[src/afr_pkg.sv]
// afr_pkg: shared types and constants of the addressed frame receiver
// no dependencies; imported by afr_core, afr_skid and the top level
`default_nettype none

package afr_pkg;

  localparam int unsigned MaxParamsDefault = 15;
  localparam int unsigned IdleSyncReset    = 16;

  localparam int unsigned CfgIdxW  = 1;
  localparam int unsigned CfgDataW = 16;

  localparam logic [CfgIdxW-1:0] CFG_STATION_ADDRESS = 1'b0;
  localparam logic [CfgIdxW-1:0] CFG_IDLE_TICKS      = 1'b1;

  localparam logic [7:0] CMD_READ_INPUTS  = 8'd9;
  localparam logic [7:0] CMD_WRITE_OUTPUT = 8'd10;
  localparam logic [7:0] CMD_READ_STATUS  = 8'd11;
  localparam logic [7:0] CMD_EXT_READ     = 8'd158;
  localparam logic [7:0] CMD_EXT_WRITE    = 8'd159;

  localparam logic [7:0] SRC_LOW  = 8'd34;
  localparam logic [7:0] SRC_HIGH = 8'd41;

  typedef enum logic [2:0] {
    ST_NONE   = 3'd0,
    ST_OURS   = 3'd1,
    ST_OTHER  = 3'd2,
    ST_CSUM   = 3'd3,
    ST_LEN    = 3'd4,
    ST_REJECT = 3'd5,
    ST_LINE   = 3'd6
  } afr_status_e;

  typedef struct packed {
    afr_status_e status;
    logic [7:0]  dst_address;
    logic [7:0]  src_address;
    logic [7:0]  command_code;
    logic [3:0]  param_count;
    logic [7:0]  first_param;
  } afr_result_t;

endpackage

`default_nettype wire

[src/afr_core.sv]
// afr_core: sync tracking, frame parsing and checksum state of the receiver
// depends on afr_pkg; result is combinational and captured by afr_skid
`default_nettype none

module afr_core import afr_pkg::*; #(
  parameter int unsigned MaxParams = MaxParamsDefault
) (
  input  wire logic        clk_i,
  input  wire logic        rst_ni,
  input  wire logic        cfg_we_i,
  input  wire logic [CfgIdxW-1:0]  cfg_index_i,
  input  wire logic [CfgDataW-1:0] cfg_data_i,
  input  wire logic        accept_i,
  input  wire logic        mode_i,
  input  wire logic [7:0]  rx_byte_i,
  input  wire logic        framing_error_i,
  input  wire logic        overrun_error_i,
  output afr_result_t      result_o
);

  localparam int unsigned PosW = $clog2(MaxParams + 5);
  localparam int unsigned CntW = $clog2(MaxParams + 1);
  localparam logic [7:0]  MaxCnt = 8'(MaxParams);

  logic [5:0]      station_q, station_d;
  logic [15:0]     thresh_q, thresh_d;
  logic            synced_q, synced_d;
  logic [15:0]     idle_q, idle_d;
  logic [PosW-1:0] pos_q, pos_d;
  logic [7:0]      sum_q, sum_d;
  logic [7:0]      dst_q, dst_d;
  logic [7:0]      src_q, src_d;
  logic [7:0]      cmd_q, cmd_d;
  logic [CntW-1:0] cnt_q, cnt_d;
  logic [7:0]      par_q, par_d;

  logic [16:0]     idle_inc;
  logic [PosW-1:0] csum_pos;
  logic [7:0]      cnt_ext;
  logic            cmd_ok, src_ok;

  assign idle_inc = {1'b0, idle_q} + 17'd1;
  assign csum_pos = PosW'(cnt_q) + PosW'(4);
  assign cnt_ext  = 8'(cnt_q);
  assign cmd_ok   = cmd_q inside {CMD_READ_INPUTS, CMD_WRITE_OUTPUT, CMD_READ_STATUS,
                                  CMD_EXT_READ, CMD_EXT_WRITE};
  assign src_ok   = src_q inside {[SRC_LOW:SRC_HIGH]};

  always_comb begin
    station_d = station_q;
    thresh_d  = thresh_q;
    if (cfg_we_i) begin
      case (cfg_index_i)
        CFG_STATION_ADDRESS: station_d = cfg_data_i[5:0];
        CFG_IDLE_TICKS:      thresh_d  = cfg_data_i;
        default: ;
      endcase
    end
  end

  always_comb begin
    synced_d = synced_q;
    idle_d   = idle_q;
    pos_d    = pos_q;
    sum_d    = sum_q;
    dst_d    = dst_q;
    src_d    = src_q;
    cmd_d    = cmd_q;
    cnt_d    = cnt_q;
    par_d    = par_q;
    result_o = '{status: ST_NONE, default: '0};

    if (mode_i) begin
      if (idle_inc >= {1'b0, thresh_q}) begin
        synced_d = 1'b1;
        idle_d   = '0;
      end else begin
        idle_d = idle_inc[15:0];
      end
    end else begin
      idle_d = '0;
      if (framing_error_i || overrun_error_i) begin
        result_o.status = ST_LINE;
        synced_d = 1'b0;
        pos_d = '0; sum_d = '0;
        dst_d = '0; src_d = '0; cmd_d = '0; cnt_d = '0; par_d = '0;
      end else if (synced_q) begin
        if (pos_q == PosW'(3)) begin
          if (rx_byte_i > MaxCnt) begin
            result_o.status = ST_LEN;
            synced_d = 1'b0;
            pos_d = '0; sum_d = '0;
            dst_d = '0; src_d = '0; cmd_d = '0; cnt_d = '0; par_d = '0;
          end else begin
            cnt_d = rx_byte_i[CntW-1:0];
            sum_d = sum_q + rx_byte_i;
            pos_d = pos_q + PosW'(1);
          end
        end else if (pos_q > PosW'(3) && pos_q == csum_pos) begin
          // checksum byte closes the frame
          pos_d = '0; sum_d = '0;
          dst_d = '0; src_d = '0; cmd_d = '0; cnt_d = '0; par_d = '0;
          if (rx_byte_i != sum_q) begin
            result_o.status = ST_CSUM;
            synced_d = 1'b0;
          end else begin
            result_o.dst_address  = dst_q;
            result_o.src_address  = src_q;
            result_o.command_code = cmd_q;
            result_o.param_count  = cnt_ext[3:0];
            result_o.first_param  = (cnt_q != '0) ? par_q : 8'd0;
            if (dst_q != {2'b00, station_q}) begin
              result_o.status = ST_OTHER;
            end else if (cmd_ok && src_ok) begin
              result_o.status = ST_OURS;
            end else begin
              result_o.status = ST_REJECT;
              synced_d = 1'b0;
            end
          end
        end else begin
          case (pos_q)
            PosW'(0): dst_d = rx_byte_i;
            PosW'(1): src_d = rx_byte_i;
            PosW'(2): cmd_d = rx_byte_i;
            PosW'(4): par_d = rx_byte_i;
            default: ;
          endcase
          sum_d = sum_q + rx_byte_i;
          pos_d = pos_q + PosW'(1);
        end
      end
    end
  end

  always_ff @(posedge clk_i or negedge rst_ni) begin
    if (!rst_ni) begin
      station_q <= '0;
      thresh_q  <= 16'(IdleSyncReset);
    end else begin
      station_q <= station_d;
      thresh_q  <= thresh_d;
    end
  end

  always_ff @(posedge clk_i or negedge rst_ni) begin
    if (!rst_ni) begin
      synced_q <= 1'b0;
      idle_q   <= '0;
      pos_q    <= '0;
      sum_q    <= '0;
      dst_q    <= '0;
      src_q    <= '0;
      cmd_q    <= '0;
      cnt_q    <= '0;
      par_q    <= '0;
    end else if (accept_i) begin
      synced_q <= synced_d;
      idle_q   <= idle_d;
      pos_q    <= pos_d;
      sum_q    <= sum_d;
      dst_q    <= dst_d;
      src_q    <= src_d;
      cmd_q    <= cmd_d;
      cnt_q    <= cnt_d;
      par_q    <= par_d;
    end
  end

endmodule

`default_nettype wire

[src/afr_skid.sv]
// afr_skid: result register plus skid slot between the core and the output
// depends on afr_pkg for the result struct
`default_nettype none

module afr_skid import afr_pkg::*; (
  input  wire logic         clk_i,
  input  wire logic         rst_ni,
  input  wire logic         push_i,
  input  wire afr_result_t  data_i,
  output logic              full_o,
  output logic              valid_o,
  input  wire logic         stall_i,
  output afr_result_t       data_o
);

  logic        main_valid_q, skid_valid_q;
  afr_result_t main_q, skid_q;
  logic        pop;

  assign pop     = main_valid_q && !stall_i;
  assign full_o  = skid_valid_q;
  assign valid_o = main_valid_q;
  assign data_o  = main_q;

  always_ff @(posedge clk_i or negedge rst_ni) begin
    if (!rst_ni) begin
      main_valid_q <= 1'b0;
      skid_valid_q <= 1'b0;
    end else if (pop) begin
      if (skid_valid_q) begin
        skid_valid_q <= 1'b0;
      end else begin
        main_valid_q <= push_i;
      end
    end else if (push_i) begin
      // no pop: a busy, stalled main parks the request in the skid slot, an empty main takes it
      if (main_valid_q) begin
        skid_valid_q <= 1'b1;
      end else begin
        main_valid_q <= 1'b1;
      end
    end
  end

  always_ff @(posedge clk_i) begin
    if (pop) begin
      if (skid_valid_q) begin
        main_q <= skid_q;
      end else if (push_i) begin
        main_q <= data_i;
      end
    end else if (push_i) begin
      if (main_valid_q) begin
        skid_q <= data_i;
      end else begin
        main_q <= data_i;
      end
    end
  end

endmodule

`default_nettype wire

[src/addressed_frame_receiver_unit.sv]
// addressed_frame_receiver_unit: top level of the bus-station frame receiver
// depends on afr_pkg, afr_core and afr_skid
//
//   channel  direction  handshake                  payload
//   in       to block   in_valid_i / in_stall_o    mode, rx_byte, framing/overrun error
//   out      from block out_valid_o / out_stall_i  status and completed frame fields
//   cfg      to block   cfg_we_i                   cfg_index_i, cfg_data_i
//
// one request per cycle unless stalled; each result is registered in the output stage
// the per-byte work is a compare and an 8-bit add between the state and result registers
// rst_ni clears sync, idle count, frame state and the output stage; config returns to reset
// a stalled output fills the skid slot, after which in_stall_o is raised
`default_nettype none

module addressed_frame_receiver_unit import afr_pkg::*; #(
  parameter int unsigned MaxParams = MaxParamsDefault
) (
  input  wire logic        clk_i,
  input  wire logic        rst_ni,
  input  wire logic        cfg_we_i,
  input  wire logic [CfgIdxW-1:0]  cfg_index_i,
  input  wire logic [CfgDataW-1:0] cfg_data_i,
  input  wire logic        in_valid_i,
  output logic             in_stall_o,
  input  wire logic        mode_i,
  input  wire logic [7:0]  rx_byte_i,
  input  wire logic        framing_error_i,
  input  wire logic        overrun_error_i,
  output logic             out_valid_o,
  input  wire logic        out_stall_i,
  output logic [2:0]       status_o,
  output logic [7:0]       dst_address_o,
  output logic [7:0]       src_address_o,
  output logic [7:0]       command_code_o,
  output logic [3:0]       param_count_o,
  output logic [7:0]       first_param_o
);

  logic        accept;
  logic        full;
  afr_result_t core_res, out_res;

  assign in_stall_o = full;
  assign accept     = in_valid_i && !full;

  afr_core #(
    .MaxParams(MaxParams)
  ) u_core (
    .clk_i,
    .rst_ni,
    .cfg_we_i,
    .cfg_index_i,
    .cfg_data_i,
    .accept_i (accept),
    .mode_i,
    .rx_byte_i,
    .framing_error_i,
    .overrun_error_i,
    .result_o (core_res)
  );

  afr_skid u_skid (
    .clk_i,
    .rst_ni,
    .push_i  (accept),
    .data_i  (core_res),
    .full_o  (full),
    .valid_o (out_valid_o),
    .stall_i (out_stall_i),
    .data_o  (out_res)
  );

  assign status_o       = out_res.status;
  assign dst_address_o  = out_res.dst_address;
  assign src_address_o  = out_res.src_address;
  assign command_code_o = out_res.command_code;
  assign param_count_o  = out_res.param_count;
  assign first_param_o  = out_res.first_param;

endmodule

`default_nettype wire

[config.mk]
export PLATFORM = sky130hd
export DESIGN_NAME = addressed_frame_receiver_unit
export DESIGN_NICKNAME = d
export VERILOG_FILES = /design/src/afr_pkg.sv /design/src/afr_core.sv /design/src/afr_skid.sv /design/src/addressed_frame_receiver_unit.sv
export SDC_FILE = /design/constraint.sdc
export NUM_CORES = 1
export LEC_CHECK = 0
export ABC_AREA = 1
export ABC_CLOCK_PERIOD_IN_PS = 7080
export BUFFER_PORTS_ARGS = -buffer_cell sky130_fd_sc_hd__buf_2
export CAP_MARGIN = 10
export CORE_MARGIN = 1
export CORE_UTILIZATION = 25
export CTS_BUF_LIST = sky130_fd_sc_hd__clkbuf_16
export DETAILED_ROUTE_END_ITERATION = 16
export PLACE_DENSITY = 0.46
export SETUP_SLACK_MARGIN = 0.2
export SYNTH_ARGS = -nofsm -noshare
export SYNTH_HDL_FRONTEND = slang
export SYNTH_HIERARCHICAL = 1
export SYNTH_SLANG_ARGS = --single-unit
[constraint.sdc]
create_clock -name clk_i -period 7.08 [get_ports clk_i]
set_clock_uncertainty 0.05 [all_clocks]
set_input_delay 1.416 -clock clk_i [delete_from_list [all_inputs] [get_ports clk_i]]
set_output_delay 1.416 -clock clk_i [all_outputs]
set_load 0.05 [all_outputs]
==> flow_summary.toml, run 1 <==
[worst_setup_path]
crit_path_frequent_cell = "nand2_1"
cp-end-kind = "flip-flop"
slowest_delay_ns = 0.47
reg2reg_depth = 17
crit_family = "simple AND/OR/NAND/NOR gates"
path_cells = "buf_2, ha_1, inv_1, nand2_1, nor4_2, inv_1, nor2_2, inv_2, nor3_1, nand2_1, nand2_1"
critical_path_required_ns = 7.33
crit_fanout = 36
path_class = "in -> reg"
crit_path_top_delay_cell = "nor4_2"
critical_path_buf_inv_count = 4
arrival_ns = 3.73
start_kind = "primary input"
cp.depth = 11

[clock_tree]
cts_resized = 0
cts_tree = "done"
numCtsBuffers = 17
cts.clk_slew.worst_paths_ns = 0.07
cts_root_buffer = "clkbuf_16"
clockBufferDepth = 2
postCtsSetupRepairBufs = 0
insertion_delay_ns = 0.43
htreeDepth = 4
cts_sinks = 168
cts_hold_buffers = 0

[pwr]
power.switching_w = 0.00123
cellPowerDensity_nw_per_um2 = 322
pwr-share-seq_pct = 42.4
power.internal_w = 0.00192
sw_frac_of_total_pct = 39.0
combPwrFrac_pct = 28.9
power_frac_clock_pct = 28.7
ir_worst_vdd_v = 0.000220
p_leak_nw = 4.24

[yosys]
ys_top_cells_by_area = "edfxtp_1 (28%), dfrtp_1 (26%), nand2_1 (12%)"
synth_cells = 907
synth_top_area_share_pct = 27.6
syn_area_per_cell_um2 = 9.34
yosysTopAreaCell = "edfxtp_1"
synth_seq_area_share_pct = 54.2
ys_seq_elements = 168
yosysWarnings = 6
yosysUniqueCellTypes = 42
netlist_area_um2 = 8470
synth_nets = 971

[floorplan]
dieWidth_um = 186
start_util_pct = 25.3
die_y_um = 186
core_area_um2 = 33400
ios = 74
fp.dieArea_um2 = 34600
placementRows = 67

[outcome]
status = "finished, final reports clean"

[route]
drt-met1-wl_um = 9850
via_per_inst = 4.33
drt_iter0_drc = 324
wl_per_cell_um = 14.1
routed_wl_um = 20200
wl_met3_um = 637
vias = 6179
highest_layer = "met5"
drc_errors = 0
dr.pass1.iters = 4
antenna_left = 0
route.met2.wl_um = 9310

[cells_and_area]
antenna_cells = 0
stdcell_area_um2 = 9780
nets = 1031
fillers = 3561
syn_to_final_growth_pct = 15.4
drive_gt1_share_pct = 16.6

[job]
maxCapViolCount = 0

[grt]
grt_use_total_pct = 12.4
antenna_found_initial = 1
grt_pass1_wl_um = 32900
grt_pass1_vias = 6030
overflow = 0
grt_max_degree = 65

[hold_path]
hp-class = "reg -> reg"
holdPathStages = 2

[timing]
maxSlewViolCount = 0
setup_tns_ns = 0
setup-violations-final = 0
fin_crit_sh_pct = 49.1
period_needed_ns = 3.48
worst_slew_pin_slew_ns = 0.963
finalHoldViolations = 0
max-slew-margin-rel_pct = 35.6
rsz0062_at_grt = "false"
max_freq_mhz = 287

[placement]
place_area_um2 = 9220
gp_congestion = 0.775
io_buffers = 73
hpwl_um = 13800
-- layout by cell type (no fill, tap or decap), types with 18 or more instances in the layout --
master | netlist | final
nand3_1 | 18 | 18
o21ai_0 | 52 | 52
o21ai_2 | 18 | 18
dfrtp_1 | 89 | 89
nor3_1 | 18 | 18
nor2_1 | 53 | 52
inv_1 | 87 | 88
ha_1 | 30 | 30
buf_2 | 18 | 72
nand4_1 | 42 | 42
a21oi_1 | 25 | 25
nand2_1 | 265 | 265
edfxtp_1 | 78 | 78
-- layer usage --
layer,up-vias,global-route usage (%)
li1,3138,-
met2,101,20.0
met3,19,2.43
met1,2919,16.4
met4,2,4.75
met5,-,0
-- power by group through the flow --
stage          clock network, W  registers, W  logic [W]
3_5_place_dp                  0       0.00136   0.000925
3_3_place_gp                  0       0.00136   0.000921
4_1_cts                0.000938       0.00134   0.000926
6_report               0.000903       0.00134   0.000911
5_1_grt                0.000972       0.00136    0.00101
2_1_floorplan                 0       0.00162   0.000440
-- cell type report --
type	instances	area [um2]	share of cell area, %
clock buffer	17	425	4.35
clock inverter	15	130	1.33
inverter	93	349	3.57
multi-input combinational	608	3300	33.8
sequential	168	4600	47.0
tap	448	561	5.73
timing repair buffer	79	413	4.22
-- cell usage after synthesis, drive strengths merged --
master  count
nand2     271
inv        93
dfrtp      89
edfxtp     78
o21ai      75
nor2       61
nand4      44
ha         30
buf        29
a21oi      25
nand3      21
nor3       21
xor2       17
o22ai      13
xnor2      10
clkbuf      9
nor3b       9
nor4        3
nand3b      2
a211oi      1
a21o        1
dfstp       1
fa          1
o21bai      1
o311ai      1
or2         1
-- cell families after synthesis --
logic type                 count (synthesis)  synth area share, %
adders and majority gates                 31                 4.67
DFF                                      168                 54.2
and+or+nand+nor                          433                 23.3
AOI/OAI and AO/OA                        117                 8.16
xor gates and xnor gates                  27                 2.79
buffers and inverters                    131                 6.87
-- path summary, 6_finish.rpt --
check                           slack (ns)               end              from
max in group asynchronous             4.90   u_core/src_q[5]            rst_ni
min in group asynchronous             0.86  u_core/idle_q[9]            rst_ni
worst min-delay path                  0.44   u_core/dst_q[1]   u_core/dst_q[1]
worst max register to register        4.09   u_core/synced_q  u_core/idle_q[0]
worst max-delay path                  3.60  u_skid/data_o[9]      rx_byte_i[4]
worst min register to register        0.44   u_core/dst_q[1]   u_core/dst_q[1]
-- registers in the layout, indices dropped and copies added (netlist names) --
signal and flops:
u_core/idle_q 16, u_core/dst_q 8, u_core/thresh_q 16, u_skid/data_o 39, u_skid/valid_o 1, u_core/station_q 6, u_core/cmd_q 8, u_skid/skid_q 39
u_core/par_q 8, u_core/synced_q 1, u_core/pos_q 5, u_core/cnt_q 4, u_core/sum_q 8, u_core/src_q 8, u_skid/full_o 1
-- worst reg2reg max path: cells and delay by family, from the launching register on --
| family | cells | cell delay, ns |
|---|---|---|
| XOR/XNOR | 1 | 0.14 |
| adder cells (fa/ha/maj) | 1 | 0.29 |
| buffers and inverters | 1 | 0.08 |
| flip-flops | 1 | 0.43 |
| AND/OR/NAND/NOR | 14 | 1.87 |
-- per-stage QoR --
step                hold WS (ns)  total power [W]  cells  setup slack (ns)  util (%)
floorplan                  0.393          0.00206    907              3.27         -
global placement           0.414          0.00228   1396              3.16      27.6
detailed placement         0.417          0.00228   1396              3.09      27.6
CTS                        0.435          0.00320   1428              3.56      29.2
global route               0.459          0.00334   1428              3.27      29.2
finish                     0.440          0.00315   1428              3.60      29.2
No activity file was read; power rests on OpenSTA's default activity.
==> run 2: changes to the inputs <==
--- a/config.mk
+++ b/config.mk
@@ -5,8 +5,8 @@
 export SDC_FILE = /design/constraint.sdc
 export NUM_CORES = 1
 export LEC_CHECK = 0
-export ABC_AREA = 1
-export ABC_CLOCK_PERIOD_IN_PS = 7080
+export ABC_AREA = 0
+export ABC_CLOCK_PERIOD_IN_PS = 3550
 export BUFFER_PORTS_ARGS = -buffer_cell sky130_fd_sc_hd__buf_2
 export CAP_MARGIN = 10
 export CORE_MARGIN = 1
==> constraint.sdc (replaced) <==
create_clock -name clk_i -period 3.55 [get_ports clk_i]
set_clock_uncertainty 0.05 [all_clocks]
set_input_delay 0.71 -clock clk_i [delete_from_list [all_inputs] [get_ports clk_i]]
set_output_delay 0.71 -clock clk_i [all_outputs]
set_load 0.05 [all_outputs]
==> run 2 against run 1 <==
Effect of this change:
- die area fell by 3.7%
- clock-buffer cell count unchanged
- via count shrank 17%
- sequential share of layout area decreased by 0.41 points
- wire length fell by 9.6%
- critical endpoint is now u_core/idle_q[15]
==> flow_summary.toml, run 2 <==
[floorplan]
fp.dieArea_um2 = 33300
core_area_um2 = 31800
die_y_um = 183
dieWidth_um = 183
ios = 74
placementRows = 65
start_util_pct = 25.6

[route]
drt_iter0_drc = 205
antenna_left = 0
dr.pass1.iters = 5
routed_wl_um = 18200
wl_per_cell_um = 15.5
drc_errors = 0
vias = 5125
via_per_inst = 4.36

[cells_and_area]
drive_gt1_share_pct = 33.4
utilization_pct = 31.0
fin_cells = 1176
final_cell_mix = "dfrtp_1 (89), mux2_2 (85), edfxtp_1 (78)"
nets = 790
final_common_cell = "dfrtp_1"
stdcell_area_um2 = 9860
syn_to_final_growth_pct = 20.9
fillers = 3272

[pwr]
power.switching_w = 0.00239
power_frac_clock_pct = 29.6
p_leak_nw = 4.26
ir_worst_vdd_v = 0.000341
pwr-share-seq_pct = 42.3
cellPowerDensity_nw_per_um2 = 656
sw_frac_of_total_pct = 37.0
power.internal_w = 0.00407
combPwrFrac_pct = 28.1

[yosys]
synth_top_family_by_area = "multiplexers"
ys_top_cells_by_area = "edfxtp_1 (29%), dfrtp_1 (27%), mux2_2 (12%)"
synth_nets = 694
synth_async_sr_flop_share_pct = 53.6
synth.top_cells.by_count = "dfrtp_1 (89), mux2_2 (85), edfxtp_1 (78), and2_1 (45), nand2_1 (31)"
yosys.area_share.adder_pct = 4.85
yosysWarnings = 6
synth.mux.area_fraction_pct = 13.7
synth-simple-area-share_pct = 11.0
synth_compound_area_share_pct = 7.90
synth-edff-count = 78
synth_seq_area_share_pct = 56.4
syn_area_per_cell_um2 = 12.9
synth_cells = 630
ys_seq_elements = 168
synth_most_common_cell = "dfrtp_1"
synth_top_area_share_pct = 28.7
netlist_area_um2 = 8160
synth_xor_area_share_pct = 3.44
yosysTopAreaCell = "edfxtp_1"
yosysUniqueCellTypes = 60
synth_flop_cell = "dfrtp_1"

[grt]
grt_pass1_vias = 5208
grt_max_degree = 49
antenna_found_initial = 3
overflow = 0
grt_use_total_pct = 11.5
grt_pass1_wl_um = 29300

[clock_tree]
cts.clk_slew.worst_paths_ns = 0.08
cts_tree = "done"
numCtsBuffers = 17
htreeDepth = 4
insertion_delay_ns = 0.44
cts_root_buffer = "clkbuf_16"
clockBufferDepth = 2
cts_sinks = 168
cts_hold_buffers = 0

[timing]
setup_tns_ns = 0
max-slew-margin-rel_pct = 49.7
max_freq_mhz = 318
setup_ws_ns = 0.406
setup-violations-final = 0
worst_slew_pin_slew_ns = 0.752
fin_crit_sh_pct = 88.6
rsz0062_at_grt = "false"
finalHoldViolations = 0
maxSlewViolCount = 0
period_needed_ns = 3.14

[worst_setup_path]
crit_fanout = 6
path_class = "reg -> reg"
crit_path_frequent_cell = "nor2_1"
cp-end-kind = "flip-flop"
critical_path_required_ns = 3.86
path_cells = "ha_4, nand3_2, or2_4, nor2_1, xor2_1, ha_1, a21oi_1, nor2_1, o41ai_2, o2111ai_2, or4_1, o21ai_1"
crit_path_top_delay_cell = "or4_1"
slowest_delay_ns = 0.52
arrival_ns = 3.45
start_kind = "flip-flop"

[placement]
gp_congestion = 0.764
io_buffers = 73
place_area_um2 = 9130
place_inst = 1136
hpwl_um = 12700
dp_slack_ns = -0.0980

[job]
maxCapViolCount = 0

[hold_path]
hp-class = "in -> async"

[outcome]
status = "finished, final reports clean"
[run 2: kinds of logic after synthesis]
group	after synthesis
compound gates	88
xor+xnor	32
fa+ha+maj	31
mux	96
simple gates	164
buf+inv	51
flops	168
[run 2: area by class of cell]
cell class	count	area [um2]	share of cell area, %
flip-flops and latches	168	4600	46.6
well taps	435	544	5.52
clock buffers	17	425	4.31
repair buffers	97	577	5.85
clock inverters	15	191	1.94
multi-input cells	411	3410	34.6
diodes	2	5.00	0.0507
inverters	31	116	1.18
[run 2: through the flow]
step	hold slack [ns]	power, W
after global placement	0.434	0.00458
after CTS	0.252	0.00654
after floorplan	0.364	0.00409
after global routing	0.264	0.00680
after detailed placement	0.436	0.00459
final	0.221	0.00647
[run 2: critical path, delay by kind of cell, from the launching register on]
family	cells	cell delay [ns]
AOI/OAI and AO/OA	4	0.81
DFF	1	0.43
and+or+nand+nor	5	1.12
xor gates and xnor gates	1	0.20
adders and majority gates	2	0.47
[run 2: final timing paths]
| check | end | startpoint | slack [ns] | cells past startpoint |
|---|---|---|---|---|
| worst max-delay path | u_core/idle_q[15] | u_core/idle_q[0] | 0.41 | 12 |
| min in group clk_i | u_core/sum_q[7] | u_core/sum_q[7] | 0.45 | 1 |
| worst max register to register | u_core/idle_q[15] | u_core/idle_q[0] | 0.41 | 12 |
| worst min-delay path | u_core/thresh_q[10] | rst_ni | 0.22 | 1 |
| worst min register to register | u_core/sum_q[7] | u_core/sum_q[7] | 0.45 | 1 |
| max in group asynchronous | u_core/thresh_q[4] | rst_ni | 2.48 | 2 |
[run 2: timing repair]
item,CTS,global route
buffers inserted,1,5
pin swaps,1,7
endpoints found under the setup margin,16,17
gates resized for setup,7,7
[run 2: per-layer routing]
metal / routed length, um / GRT usage (%)
met3: 702 / 2.77
met1: 8760 / 15.1
met4: 159 / 3.56
met2: 8610 / 18.5
met5: 11 / 0
[run 2: power by group through the flow]
stage	sequential [W]	combinational [W]	clock (W)
detailed placement	0.00278	0.00180	0
CTS	0.00274	0.00182	0.00198
floorplan	0.00327	0.000824	0
global placement	0.00278	0.00180	0
global route	0.00280	0.00196	0.00204
finish	0.00274	0.00182	0.00191
==> run 3: changes to the inputs <==
--- a/config.mk
+++ b/config.mk
@@ -5,15 +5,15 @@
 export SDC_FILE = /design/constraint.sdc
 export NUM_CORES = 1
 export LEC_CHECK = 0
-export ABC_AREA = 0
+export ABC_AREA = 1
 export ABC_CLOCK_PERIOD_IN_PS = 3550
 export BUFFER_PORTS_ARGS = -buffer_cell sky130_fd_sc_hd__buf_2
 export CAP_MARGIN = 10
 export CORE_MARGIN = 1
-export CORE_UTILIZATION = 25
+export CORE_UTILIZATION = 60
 export CTS_BUF_LIST = sky130_fd_sc_hd__clkbuf_16
 export DETAILED_ROUTE_END_ITERATION = 16
-export PLACE_DENSITY = 0.46
+export PLACE_DENSITY = 0.86
 export SETUP_SLACK_MARGIN = 0.2
 export SYNTH_ARGS = -nofsm -noshare
 export SYNTH_HDL_FRONTEND = slang
==> run 3 against run 2 <==
Effect of this change:
- first-iteration DRC count increased to 4.1 times the previous value
- sequential cell count unchanged
- cell count decreased by 1.0%
- sequential power about the same
- final area decreased by 3.4%
- critical path depth increased by 4
- global-route usage increased by 16 points
- sequential share of layout area increased by 1.6 points
- clock power about the same
- largest cell class unchanged
- die area decreased by 56%
- register-to-register slack improved by 0.16 ns
==> flow_summary.toml, run 3 (synthesis gave the netlist of run 1 again) <==
[grt]
overflow = 0
grt_max_degree = 44
antenna_found_initial = 0
grt_pass1_wl_um = 31100
grt_use_total_pct = 27.7
grt_pass1_vias = 6260

[clock_tree]
cts_resized = 0
cts_root_buffer = "clkbuf_16"
cts.clk_slew.worst_paths_ns = 0.06
cts_sinks = 168
insertion_delay_ns = 0.42
cts_tree = "done"
numCtsBuffers = 17
clockBufferDepth = 2
postCtsSetupRepairBufs = 0
htreeDepth = 4
cts_hold_buffers = 0

[pwr]
p_leak_nw = 4.28
cellPowerDensity_nw_per_um2 = 675
ir_worst_vdd_v = 0.000326

[worst_setup_path]
path_class = "reg -> reg"
start_kind = "flip-flop"
critical_path_required_ns = 3.83
crit_fanout = 18
crit_family = "simple AND/OR/NAND/NOR gates"
arrival_ns = 3.26
cp-end-kind = "flip-flop"
path_cells = "nand3_1, nor3_2, nand3_1, nor2_1, xnor2_1, inv_1, ha_1, nand2_1, nor2_1, nor3b_1, nand2_1, nand2_1, nand2_1, nand2_1, nand2_4, o21ai_0"
crit_path_frequent_cell = "nand2_1"
critical_path_buf_inv_count = 1
crit_path_top_delay_cell = "dfrtp_1"
slowest_delay_ns = 0.44

[timing]
max_freq_mhz = 336
finalHoldViolations = 0
hold_ws_ns = 0.176
setup-violations-final = 0
max-slew-margin-rel_pct = 39.4
setup_tns_ns = 0
worst_slew_pin_slew_ns = 0.907
period_needed_ns = 2.98
maxSlewViolCount = 0
fin_crit_sh_pct = 84.0
setup_ws_ns = 0.569
rsz0062_at_grt = "false"

[floorplan]
ios = 74
fp.dieArea_um2 = 14600
placementRows = 43
start_util_pct = 61.3
core_area_um2 = 13800
die_y_um = 121
dieWidth_um = 121

[cells_and_area]
final_common_cell = "nand2_1"
final_cell_mix = "nand2_1 (265), inv_1 (89), dfrtp_1 (89)"
antenna_cells = 0
drive_gt1_share_pct = 16.6
nets = 1035
syn_to_final_growth_pct = 12.4
stdcell_area_um2 = 9530
fin_cells = 1164

[placement]
hpwl_um = 12600
gp_congestion = 0.900
place_area_um2 = 8920
place_inst = 1132
dp_slack_ns = 0.498
io_buffers = 73

[route]
antenna_left = 0
drt_iter0_drc = 845
vias = 6579
routed_wl_um = 19100
via_per_inst = 5.65
drc_errors = 0
dr.pass1.iters = 5
wl_per_cell_um = 16.4

[hold_path]
hp-class = "in -> async"

[outcome]
status = "finished, final reports clean"

[job]
maxCapViolCount = 0
## run 3: changes by cell type in the layout (fill, tap and decap cells not counted), sizes merged, moves of 8 or more
cell   previous run  this run
a22o             15         0
and2             45         0
buf              97        83
inv              39        96
mux2             95         0
nand2            31       271
nand4             8        44
nor2             20        61
nor3             11        21
nor3b             1         9
o21ai            16        75
o22ai             0        13
xnor2            18        10
## run 3: routing by layer
layer / track usage, % / share of wire, % / vias to the layer above
li1: - / - / 3135
met1: 35.5 / 41 / 3107
met2: 45.7 / 50 / 286
met3: 5.38 / 6.0 / 51
met4: 12.7 / 3.0 / 0
met5: 0 / 0 / -
## run 3: power breakdown
group / total, W / internal (W) / switching, W / leakage, nW
Clock: 0.00190 / 0.00117 / 0.000734 / 0.296
Sequential: 0.00271 / 0.00249 / 0.000228 / 1.93
Combinational: 0.00182 / 0.000433 / 0.00139 / 2.05
## run 3: path summary, 6_finish.rpt
path / from / to / slack (ns) / depth (start not counted)
max: u_core/idle_q[0] / u_core/idle_q[2] / 0.57 / 16
min: rst_ni / u_core/sum_q[3] / 0.18 / 1
max reg2reg: u_core/idle_q[0] / u_core/idle_q[2] / 0.57 / 16
min reg2reg: u_core/sum_q[3] / u_core/sum_q[3] / 0.44 / 2
max in group asynchronous: rst_ni / u_core/thresh_q[4] / 2.51 / 2
min in group clk_i: u_core/sum_q[3] / u_core/sum_q[3] / 0.44 / 2
## run 3: cell type report
| cell class | count | area (um2) |
|---|---|---|
| multi-input combinational | 608 | 3300 |
| fill | 963 | 4300 |
| clock inverter | 15 | 185 |
| clock buffer | 17 | 425 |
| sequential | 168 | 4600 |
| tap | 180 | 225 |
| inverter | 93 | 349 |
| timing repair buffer | 83 | 443 |
## run 3: stage by stage
| stage | utilization, % | power [W] |
|---|---|---|
| floorplan | - | 0.00411 |
| global placement | 64.5 | 0.00446 |
| detailed placement | 64.5 | 0.00453 |
| CTS | 68.9 | 0.00645 |
| global route | 68.9 | 0.00673 |
| finish | 68.9 | 0.00643 |
